### src/hdl/cos_pkg.sv
// ---------------------------------------------------------------------------
// cos_pkg
// Shared types, sizes and helpers for the complement overlap scan core.
// ---------------------------------------------------------------------------
package cos_pkg;

    localparam int TARGET_LEN = 20;
    localparam int TGT_W      = 2 * TARGET_LEN;
    localparam int CNT_W      = $clog2(TARGET_LEN + 1);
    localparam int OUT_W      = 5;
    localparam int OUT_MAX    = (1 << OUT_W) - 1;
    // One leaf per cell plus one for the folded best of finished shifts.
    localparam int NUM_LEAF   = TARGET_LEN + 1;
    localparam int LEVELS     = $clog2(NUM_LEAF);

    // Two bases pair when they differ only in the low bit.
    localparam logic [1:0] PAIR_XOR = 2'b01;

    typedef struct packed {
        logic [1:0] base;
        logic       last_base;
    } cos_in_t;

    typedef struct packed {
        logic [OUT_W-1:0] best_run;
        logic [OUT_W-1:0] best_total;
    } cos_out_t;

    typedef struct packed {
        logic [CNT_W-1:0] run;
        logic [CNT_W-1:0] best;
        logic [CNT_W-1:0] total;
    } cos_cnt_t;

    typedef struct packed {
        logic [CNT_W-1:0] best_run;
        logic [CNT_W-1:0] total;
    } cos_score_t;

    function automatic logic [CNT_W-1:0] cnt_max(input logic [CNT_W-1:0] a,
                                                 input logic [CNT_W-1:0] b);
        return (a > b) ? a : b;
    endfunction

    function automatic cos_score_t score_max(input cos_score_t a, input cos_score_t b);
        cos_score_t r;
        r.best_run = cnt_max(a.best_run, b.best_run);
        r.total    = cnt_max(a.total, b.total);
        return r;
    endfunction

    function automatic logic [OUT_W-1:0] clip_out(input logic [CNT_W-1:0] v);
        if (32'(v) > OUT_MAX)
            return OUT_W'(OUT_MAX);
        else
            return OUT_W'(v);
    endfunction

    // Number of live entries at a given level of the reduction tree.
    function automatic int leaf_cnt(input int lvl);
        return (NUM_LEAF + (1 << lvl) - 1) >> lvl;
    endfunction

endpackage

### src/hdl/complement_overlap_scan_core.sv
// ---------------------------------------------------------------------------
// complement_overlap_scan_core
// Scores a streamed strand of bases against a configured target strand over
// every relative shift and reports the best run and best pair count.
// ---------------------------------------------------------------------------
// Usage:
//   The target strand is written through cfg_wr_en / cfg_wr_data while the
//   block is idle; base t sits in bits 2t+1..2t.
//   The input channel carries one base per item, with last_base set on the
//   final base of a strand. The output channel carries one item per strand.
//   Throughput is one base per cycle: a row of cells, one per target base,
//   moves every shift one target position on with each accepted item.
//   On the final base the cells' updated counts are snapshot into a
//   registered maximum tree and the cells are cleared, so the next strand
//   may begin in the following cycle. The result is presented once the
//   snapshot has passed through every registered level of that tree.
//   When the receiver stalls, the tree holds its items level by level; input
//   is refused whenever every tree level is full, and ordinary bases are
//   refused then as well, as ready is shared.
//   Reset clears the target to zero, all counts and the tree's valid bits.
// ---------------------------------------------------------------------------
module complement_overlap_scan_core
    import cos_pkg::*;
(
    input  logic             clk,
    input  logic             rst_n,
    input  logic             in_valid,
    output logic             in_ready,
    input  cos_in_t          in_item,
    output logic             out_valid,
    input  logic             out_ready,
    output cos_out_t         out_item,
    input  logic             cfg_wr_en,
    input  logic [TGT_W-1:0] cfg_wr_data
);

    logic [TGT_W-1:0]          target_reg;
    logic                      acc;
    logic                      finish;
    cos_cnt_t                  cell_reg  [0:TARGET_LEN-1];
    cos_cnt_t                  cell_next [0:TARGET_LEN-1];
    logic [CNT_W-1:0]          overall_run_reg;
    logic [CNT_W-1:0]          overall_total_reg;
    cos_score_t [NUM_LEAF-1:0] leaves;

    assign acc    = in_valid && in_ready;
    assign finish = acc && in_item.last_base;

    always_ff @(posedge clk or negedge rst_n)
    begin
        if (!rst_n)
            target_reg <= '0;
        else if (cfg_wr_en)
            target_reg <= cfg_wr_data;
    end

    genvar k;
    generate
        for (k = 0; k < TARGET_LEN; k++)
        begin : g_cell
            cos_cnt_t prev;
            if (k == 0)
            begin : g_first
                assign prev = '0;
            end
            else
            begin : g_rest
                assign prev = cell_reg[k-1];
            end

            cos_cell u_cell (
                .clk      (clk),
                .rst_n    (rst_n),
                .step     (acc),
                .clear    (in_item.last_base),
                .tgt_base (target_reg[2*k +: 2]),
                .base     (in_item.base),
                .prev     (prev),
                .cnt_next (cell_next[k]),
                .cnt_reg  (cell_reg[k])
            );

            assign leaves[k].best_run = cell_next[k].best;
            assign leaves[k].total    = cell_next[k].total;
        end
    endgenerate

    // Shifts leaving the far end of the row are folded into the overall best.
    always_ff @(posedge clk or negedge rst_n)
    begin
        if (!rst_n)
        begin
            overall_run_reg   <= '0;
            overall_total_reg <= '0;
        end
        else if (acc)
        begin
            if (in_item.last_base)
            begin
                overall_run_reg   <= '0;
                overall_total_reg <= '0;
            end
            else
            begin
                overall_run_reg   <= cnt_max(overall_run_reg,
                                             cell_next[TARGET_LEN-1].best);
                overall_total_reg <= cnt_max(overall_total_reg,
                                             cell_next[TARGET_LEN-1].total);
            end
        end
    end

    assign leaves[TARGET_LEN].best_run = overall_run_reg;
    assign leaves[TARGET_LEN].total    = overall_total_reg;

    cos_max_tree u_tree (
        .clk       (clk),
        .rst_n     (rst_n),
        .in_valid  (in_valid && in_item.last_base),
        .in_ready  (in_ready),
        .leaves    (leaves),
        .out_valid (out_valid),
        .out_ready (out_ready),
        .out_item  (out_item)
    );

    a_clear_after_last: assert property (@(posedge clk) disable iff (!rst_n)
        finish |=> (overall_run_reg == '0) && (overall_total_reg == '0)
                   && (cell_reg[0] == '0) && (cell_reg[TARGET_LEN-1] == '0))
        else $error("counts not cleared after the final base");

    a_overall_order: assert property (@(posedge clk) disable iff (!rst_n)
        overall_run_reg <= overall_total_reg)
        else $error("overall best run exceeds overall pair count");

endmodule

### src/hdl/cos_cell.sv
// ---------------------------------------------------------------------------
// cos_cell
// One position of the target strand: scores the shift whose current base
// faces this target base and hands its counts on to the next cell.
// ---------------------------------------------------------------------------
module cos_cell
    import cos_pkg::*;
(
    input  logic       clk,
    input  logic       rst_n,
    input  logic       step,
    input  logic       clear,
    input  logic [1:0] tgt_base,
    input  logic [1:0] base,
    input  cos_cnt_t   prev,
    output cos_cnt_t   cnt_next,
    output cos_cnt_t   cnt_reg
);

    logic pair;

    assign pair = ((tgt_base ^ base) == PAIR_XOR);

    always_comb
    begin
        cnt_next.run   = pair ? CNT_W'(prev.run + 1'b1) : '0;
        cnt_next.best  = cnt_max(cnt_next.run, prev.best);
        cnt_next.total = CNT_W'(prev.total + {{(CNT_W-1){1'b0}}, pair});
    end

    always_ff @(posedge clk or negedge rst_n)
    begin
        if (!rst_n)
            cnt_reg <= '0;
        else if (step)
        begin
            if (clear)
                cnt_reg <= '0;
            else
                cnt_reg <= cnt_next;
        end
    end

    // A shift's best run is never below its current run and never exceeds its pair count.
    a_cell_order: assert property (@(posedge clk) disable iff (!rst_n)
        (cnt_reg.best >= cnt_reg.run) && (cnt_reg.total >= cnt_reg.best))
        else $error("cell counts out of order");

endmodule

### src/hdl/cos_max_tree.sv
// ---------------------------------------------------------------------------
// cos_max_tree
// Registered maximum tree over the snapshot of all leaves taken at the final
// base, with a valid and ready pair per level so that it can stall.
// ---------------------------------------------------------------------------
module cos_max_tree
    import cos_pkg::*;
(
    input  logic                         clk,
    input  logic                         rst_n,
    input  logic                         in_valid,
    output logic                         in_ready,
    input  cos_score_t [NUM_LEAF-1:0]    leaves,
    output logic                         out_valid,
    input  logic                         out_ready,
    output cos_out_t                     out_item
);

    cos_score_t         lvl_reg  [0:LEVELS][0:NUM_LEAF-1];
    cos_score_t         lvl_next [1:LEVELS][0:NUM_LEAF-1];
    logic [LEVELS:0]    v_reg;
    logic [LEVELS+1:0]  rdy;

    assign rdy[LEVELS+1] = out_ready;

    genvar l, j;
    generate
        for (l = 0; l <= LEVELS; l++)
        begin : g_rdy
            assign rdy[l] = !v_reg[l] || rdy[l+1];
        end
        for (l = 1; l <= LEVELS; l++)
        begin : g_lvl
            for (j = 0; j < NUM_LEAF; j++)
            begin : g_ent
                if (2 * j + 1 < leaf_cnt(l - 1))
                begin : g_pair
                    assign lvl_next[l][j] = score_max(lvl_reg[l-1][2*j],
                                                      lvl_reg[l-1][2*j+1]);
                end
                else if (2 * j < leaf_cnt(l - 1))
                begin : g_pass
                    assign lvl_next[l][j] = lvl_reg[l-1][2*j];
                end
                else
                begin : g_none
                    assign lvl_next[l][j] = '0;
                end
            end
        end
    endgenerate

    always_ff @(posedge clk or negedge rst_n)
    begin
        if (!rst_n)
            v_reg <= '0;
        else
        begin
            if (rdy[0])
                v_reg[0] <= in_valid;
            for (int i = 1; i <= LEVELS; i++)
            begin
                if (rdy[i])
                    v_reg[i] <= v_reg[i-1];
            end
        end
    end

    always_ff @(posedge clk)
    begin
        if (rdy[0])
        begin
            for (int k = 0; k < NUM_LEAF; k++)
                lvl_reg[0][k] <= leaves[k];
        end
        for (int i = 1; i <= LEVELS; i++)
        begin
            if (rdy[i])
            begin
                for (int k = 0; k < NUM_LEAF; k++)
                    lvl_reg[i][k] <= lvl_next[i][k];
            end
        end
    end

    assign in_ready            = rdy[0];
    assign out_valid           = v_reg[LEVELS];
    assign out_item.best_run   = clip_out(lvl_reg[LEVELS][0].best_run);
    assign out_item.best_total = clip_out(lvl_reg[LEVELS][0].total);

    // The tree only refuses an item when every level holds one.
    a_full_when_blocked: assert property (@(posedge clk) disable iff (!rst_n)
        !rdy[0] |-> ($countones(v_reg) == LEVELS + 1))
        else $error("tree blocks input with a free level");

    a_out_order: assert property (@(posedge clk) disable iff (!rst_n)
        out_valid |-> (out_item.best_run <= out_item.best_total))
        else $error("best run exceeds best pair count");

endmodule

### config.mk
export PLATFORM = sky130hd
export DESIGN_NAME = complement_overlap_scan_core
export DESIGN_NICKNAME = d
export VERILOG_FILES = /design/src/hdl/cos_pkg.sv /design/src/hdl/complement_overlap_scan_core.sv /design/src/hdl/cos_cell.sv /design/src/hdl/cos_max_tree.sv
export SDC_FILE = /design/constraint.sdc
export NUM_CORES = 1
export LEC_CHECK = 0
export BUFFER_PORTS_ARGS = -buffer_cell sky130_fd_sc_hd__clkbuf_2
export CELL_PAD_IN_SITES_DETAIL_PLACEMENT = 1
export CELL_PAD_IN_SITES_GLOBAL_PLACEMENT = 2
export CORE_ASPECT_RATIO = 0.9
export CORE_MARGIN = 1
export CORE_UTILIZATION = 40
export CTS_BUF_LIST = sky130_fd_sc_hd__clkbuf_8
export DETAILED_ROUTE_END_ITERATION = 8
export GPL_TIMING_DRIVEN = 0
export HOLD_SLACK_MARGIN = 0.03
export PLACE_DENSITY = 0.86
export SLEW_MARGIN = 10
export SYNTH_ARGS = -nofsm -noshare
export SYNTH_HDL_FRONTEND = slang
export SYNTH_SLANG_ARGS = --single-unit
### constraint.sdc
create_clock -name clk -period 6 [get_ports clk]
set_clock_uncertainty 0.2 [all_clocks]
set_input_delay 0.3 -clock clk [delete_from_list [all_inputs] [get_ports clk]]
set_output_delay 0.3 -clock clk [all_outputs]
set_load 0.01 [all_outputs]
After elaboration in Yosys (flattened, before gate mapping)
Memories as Yosys holds them, arrays and structs flattened.
Cells that the tools add are included.
{ "totals": {"inputBits": 48, "mem_count": 1, "regBits": 341, "ramBits": 1260, "word_cells": 340} }
{ "classes": {"n_bitwise": 20, "mux": 115, "order_cmp": 62, "n_eq_ne": 22, "reduce_logical": 16, "addsub": 38} }
{ "memory_table": {"columns": ["memory", "depth", "width", "read_ports", "rd_clocked_by_memory_dff", "write_ports", "line_no", "text"], "rows": [
  ["u_tree.lvl_reg", 6, 210, 6, 0, 6, "cos_max_tree.sv:19", "cos_score_t lvl_reg [0:LEVELS][0:NUM_LEAF-1];"]
]} }
{ "op_table": {"columns": ["op", "count"], "rows": [
  ["two-way mux 5 bit", 83],
  ["> comparator 5 bit", 61],
  ["two-way mux 15 bit", 19],
  ["adder 5 x 1 -> 5 bit", 19],
  ["adder 5 x 1 -> 5 bit, second input constant", 19],
  ["equality test 2 x 1 -> 1 bit, second input constant", 20],
  ["bitwise XOR 2 bit", 20],
  ["two-way mux 1 bit", 13],
  ["logical NOT 1 bit", 6],
  ["logical OR 1 bit", 6],
  ["> comparator 5 x 1 -> 1 bit, second input constant", 1],
  ["!= test 2 bit, second input constant", 2],
  ["AND reduction 2 bit", 2],
  ["logical AND 1 bit", 2]
]} }

Logic depth before layout (Yosys ltp)
{ "depth": {"ltp_word": 9, "depth_mapped": 17, "mapped_depth_nobuf": 16} }

Hierarchy
Synthesis repeated with hierarchy kept, for this count alone.
{ "unflattened": {"cells_unflattened": 3149, "hier_area_um2": 41591.1} }
{ "by_module_without_submodules": {"columns": ["mod", "n_inst", "area_each_um2", "seq_area_each_um2", "cells_per_inst"], "rows": [
  ["cos_max_tree", 1, 21057.7, 13362.8, 1318],
  ["cos_cell (g_cell[0].u_cell ...)", 12, 903.4, 375.4, 83],
  ["cos_cell (g_cell[2].u_cell ...)", 8, 937.1, 375.4, 85],
  ["complement_overlap_scan_core", 1, 2195.9, 1251.2, 155]
]} }

Worst setup path after synthesis
No wires, ideal clock.
{ "synth_path": {"kind": "reg2reg", "start": "register u_tree.v_reg[5]", "end": "register g_cell[12].u_cell.cnt_reg[5] in the netlist's numbering", "stages_incl_launch_ff": 9, "period_less_slack_ns": 5.482, "setup_slack_ns": 0.518, "n_path_buf": 3, "t_arrival_ns": 5.156, "required_time_ns": 5.674, "path_cell_list": "dfrtp_1 -> and3b_1 -> buf_2 -> nand3_2 -> nand2_1 -> buf_2 -> buf_2 -> nor3_1 -> a221o_1"} }
{ "synth_via": {"elab_chain_len": 8} }
{ "synth_lines": {"columns": ["item", "line_no", "text"], "rows": [
  ["start: declaration", "cos_max_tree.sv:21", "logic [LEVELS:0] v_reg;"],
  ["start signal: indexed assignment", "cos_max_tree.sv:64", "v_reg[i] <= v_reg[i-1];"],
  ["logical NOT 1 bit", "cos_max_tree.sv:30", "assign rdy[l] = !v_reg[l] || rdy[l+1];"],
  ["logical OR 1 bit (6 in series)", "cos_max_tree.sv:30", null],
  ["net in_ready", "complement_overlap_scan_core.sv:28", "output logic in_ready,"],
  ["logical AND 1 bit", "complement_overlap_scan_core.sv:46", "assign acc = in_valid && in_ready;"],
  ["end signal: assignment", "cos_cell.sv:40", "cnt_reg <= cnt_next;"],
  ["end: declaration", "cos_cell.sv:17", "output cos_cnt_t cnt_reg"]
]} }
The timed path passes the listed nets, and every way through them passes these cells.
A chain may end at the register's enable or synchronous reset.

Worst setup path after layout
{ "layout_path": {"start": "register u_tree.v_reg[5]", "end": "register g_cell[2].u_cell.cnt_reg[6] in the netlist's numbering"} }
{ "layout_via": {"elab_chain_len": 8} }
{ "layout_lines": {"columns": ["item", "line_no"], "rows": [
  ["logical NOT 1 bit", "cos_max_tree.sv:30"],
  ["logical OR 1 bit (6 in series)", "cos_max_tree.sv:30"],
  ["logical AND 1 bit", "complement_overlap_scan_core.sv:46"],
  ["end signal: assignment", "cos_cell.sv:40"],
  ["end: declaration", "cos_cell.sv:17"]
]} }
No other way between the ends.

==> impl_metrics.csv <==
group,metric,value,unit
status,outcome,"finished, final reports clean",
detailed_routing,wl_per_cell,21.3,um
detailed_routing,drt-vias-per-instance,5.32,
floorplan,ios,60,
timing,worstMarginPinSlew,1.29,ns
critical_path,r2r_cells,10,
detailed_routing,wl_met2,46.6,mm
synth,netlist_top_cells_area,"edfxtp_1, dfrtp_1, ha_1, mux2_2, nand2_1",
cells_and_area,syn2layout_area_growth,14.3,%
pwr,power_density,318,mW/mm2
cts,cts_tree,"done",
timing,setup_viol,0,
detailed_routing,vias,25622,
critical_path,setup.worst_path.end_class,"register",
cells_and_area,nets,3856,
detailed_routing,dr.pass1.iters,5,
timing,fmax,0.220,GHz
critical_path,worstPathArrival,5.03,ns
synth,syn_inst,3216,
cells_and_area,stdcell_area,0.0425,mm2
critical_path,critPathKind,"register to register",
cts,path_clk_slew,0.06,ns
place,dp_hpwl,74.3,mm
grt,antenna_found_initial,4,
cts,cts_root_buf,"clkbuf_8",
detailed_routing,met1_length,48.5,mm
critical_path,start_kind,"register",
pwr,p_leak,19.3,nW
synth,postSynthAreaPerCell,11.6,um2
floorplan,core,0.0917,mm2
place,placed_area,0.0393,mm2
detailed_routing,wl_met3,4.45,mm
critical_path,r2r_setup_slack,1.46,ns
place,dpl.cell_count,4509,
cts,cts_buffer_depth,3,
cells_and_area,largest_reg_flops,405,
place,portBuffers,55,
cts,cts.sinks,711,
synth,synth_warnings,0,
critical_path,r2r_start,"u_tree.v_reg[5]",
synth,synth.distinct_cells,54,
cells_and_area,drive_above_1_share,16.0,%
detailed_routing,drt_iter0_drc,1561,
cells_and_area,final_util,46.4,%
grt,track_usage,22.1,%
synth,syn_area,0.0372,mm2
min_path,worstHoldPathCells,2,
synth,synth_ff_type,"edfxtp_1",
min_path,worstHoldStart,"cfg_wr_en",
flow_run,cap_violations,0,
detailed_routing,dr.max_layer_used,"met4",
floorplan,num_rows,105,
pwr,peakVddDrop,0.182,mV
critical_path,required,6.48,ns
timing,fin_crit_sh,75.7,%
cts,cts_buffers,120,
synth,synth_top_area_share,32.7,%
floorplan,die_w,324,um
synth,synthArstFlopShare,43.0,%
grt,grt-ovfl-total,0,
detailed_routing,drc,0,
grt,grt_pass1_wl,160,mm
cts,htree_num_levels,3,
critical_path,worstReg2RegEnd,"g_cell[2].u_cell.cnt_reg[6]",
synth,synth_edf_count,405,
min_path,min_path_type,"input pin to register",
floorplan,dieArea,0.0943,mm2
detailed_routing,drtAntennaViolNets,0,
synth,yosys.area.top_type,"edfxtp_1",
timing,finalMaxSlewViolations,0,
cts,insertion_delay,0.80,ns
floorplan,start_util,40.6,%
synth,yosys_register_bits,711,
synth,synth_seq_area_share,53.2,%
pwr,p_total,13.5,mW
timing,hold_viol_final,0,
grt,grt_pass1_vias,26948,
detailed_routing,totalWireLength,102,mm
grt,grt_max_degree,91,
synth,synth_nets,3592,
timing,grt_setup_unrepaired,"no",
place,gp_congestion,0.857,
min_path,min_delay_worst_endpoint,"target_reg[37]",
cells_and_area,final_cells,4818,
timing,slew_headroom,14.3,%
timing,finalCriticalPeriod,4.54,ns
critical_path,crit_fanout,51,
floorplan,die_h,291,um
worst max-delay path, cell delays in order (launching register included):
cell and delay [ns]:
dfrtp_1 0.39, and3b_1 0.16, buf_2 0.18, nand3_4 0.56, buf_16 0.32, buf_16 0.30
nand2_1 0.30, buf_2 0.34, nor2_2 0.44, clkbuf_1 0.94, a22o_1 0.25
cell usage in the layout, fill, tap and decap left out, drive strengths merged, types with 81 or more instances in the layout:
master,Yosys,routed
nor2,114,114
edfxtp,405,405
nand2,326,326
clkbuf,53,245
xnor2,81,81
o21ai,181,181
mux2,244,244
xor2,81,81
nand3,199,199
ha,328,328
inv,301,332
dfrtp,306,306
cell families (layout without fill, tap and decap cells):
group                    Yosys count  in the layout  synth area share, %
AO/OA/AOI/OAI                    486            486                 8.74
XOR/XNOR                         162            162                 3.85
adder cells (fa/ha/maj)          329            329                 11.1
buffers and inverters            413            782                 4.48
flip-flops                       711            711                 53.2
multiplexers                     265            265                 7.96
other                              0              3                    0
AND/OR/NAND/NOR                  850            850                 10.7
layer usage:
metal | up-vias | track usage (%)
met5 | - | 0
met4 | 0 | 6.42
li1 | 12057 | -
met1 | 12922 | 31.5
met3 | 170 | 3.68
met2 | 473 | 34.5
repair_timing:
item	CTS	global route
gates resized for setup	0	0
hold buffers	79	0
hold endpoints to repair	365	0
setup buffers	0	0
Yosys cell counts, types with 16 or more instances:
cell	count
xor2_1	80
mux2_2	243
ha_1	328
a21o_1	44
dfrtp_1	306
o21ai_0	177
edfxtp_1	405
a31o_2	19
nor2b_1	52
a22o_1	28
clkbuf_1	53
nand2b_1	38
o211ai_1	33
a21oi_1	23
or3_1	17
nand3_1	198
and3_1	64
a211oi_1	35
o2111ai_1	23
buf_2	35
inv_1	300
and2_1	16
o22ai_1	33
nand2_1	325
nor2_1	113
xnor2_1	80
mux2i_1	21
worst max-delay path by stage:
stage	start	endpoint	slack [ns]
3_5_place_dp	out_ready	g_cell[2].u_cell.cnt_reg[0]	1.40
2_1_floorplan	u_tree.v_reg[5]	g_cell[12].u_cell.cnt_reg[5]	0.52
5_1_grt	u_tree.v_reg[5]	g_cell[2].u_cell.cnt_reg[0]	1.20
4_1_cts	u_tree.v_reg[5]	g_cell[2].u_cell.cnt_reg[0]	1.39
3_3_place_gp	out_ready	g_cell[2].u_cell.cnt_reg[1]	-3.41
6_report	u_tree.v_reg[5]	g_cell[2].u_cell.cnt_reg[6]	1.46
stage by stage:
stage,setup WS [ns],setup TNS [ns],hold WS (ns)
3_5_place_dp,1.40,0,0.152
6_report,1.46,0,0.0913
4_1_cts,1.39,0,0.0396
3_3_place_gp,-3.41,-1594.74,0.201
5_1_grt,1.20,0,0.0556
2_1_floorplan,0.518,0,-0.196
cell type report:
class | count | area [um2]
antenna | 3 | 7.51
buffer | 112 | 541
clock buffer | 137 | 1890
clock inverter | 90 | 547
fill | 9929 | 49200
inverter | 301 | 1130
multi-input combinational | 2092 | 15800
sequential | 711 | 19800
tap | 1230 | 1540
timing repair buffer | 142 | 1310
where the power goes:
part	switching [mW]	total [mW]	internal (mW)	leakage, nW
registers	0.277	5.96	5.68	9.06
logic	1.76	3.15	1.39	8.90
clock network	2.12	4.43	2.31	1.38
No activity file was read; power rests on OpenSTA's default activity.
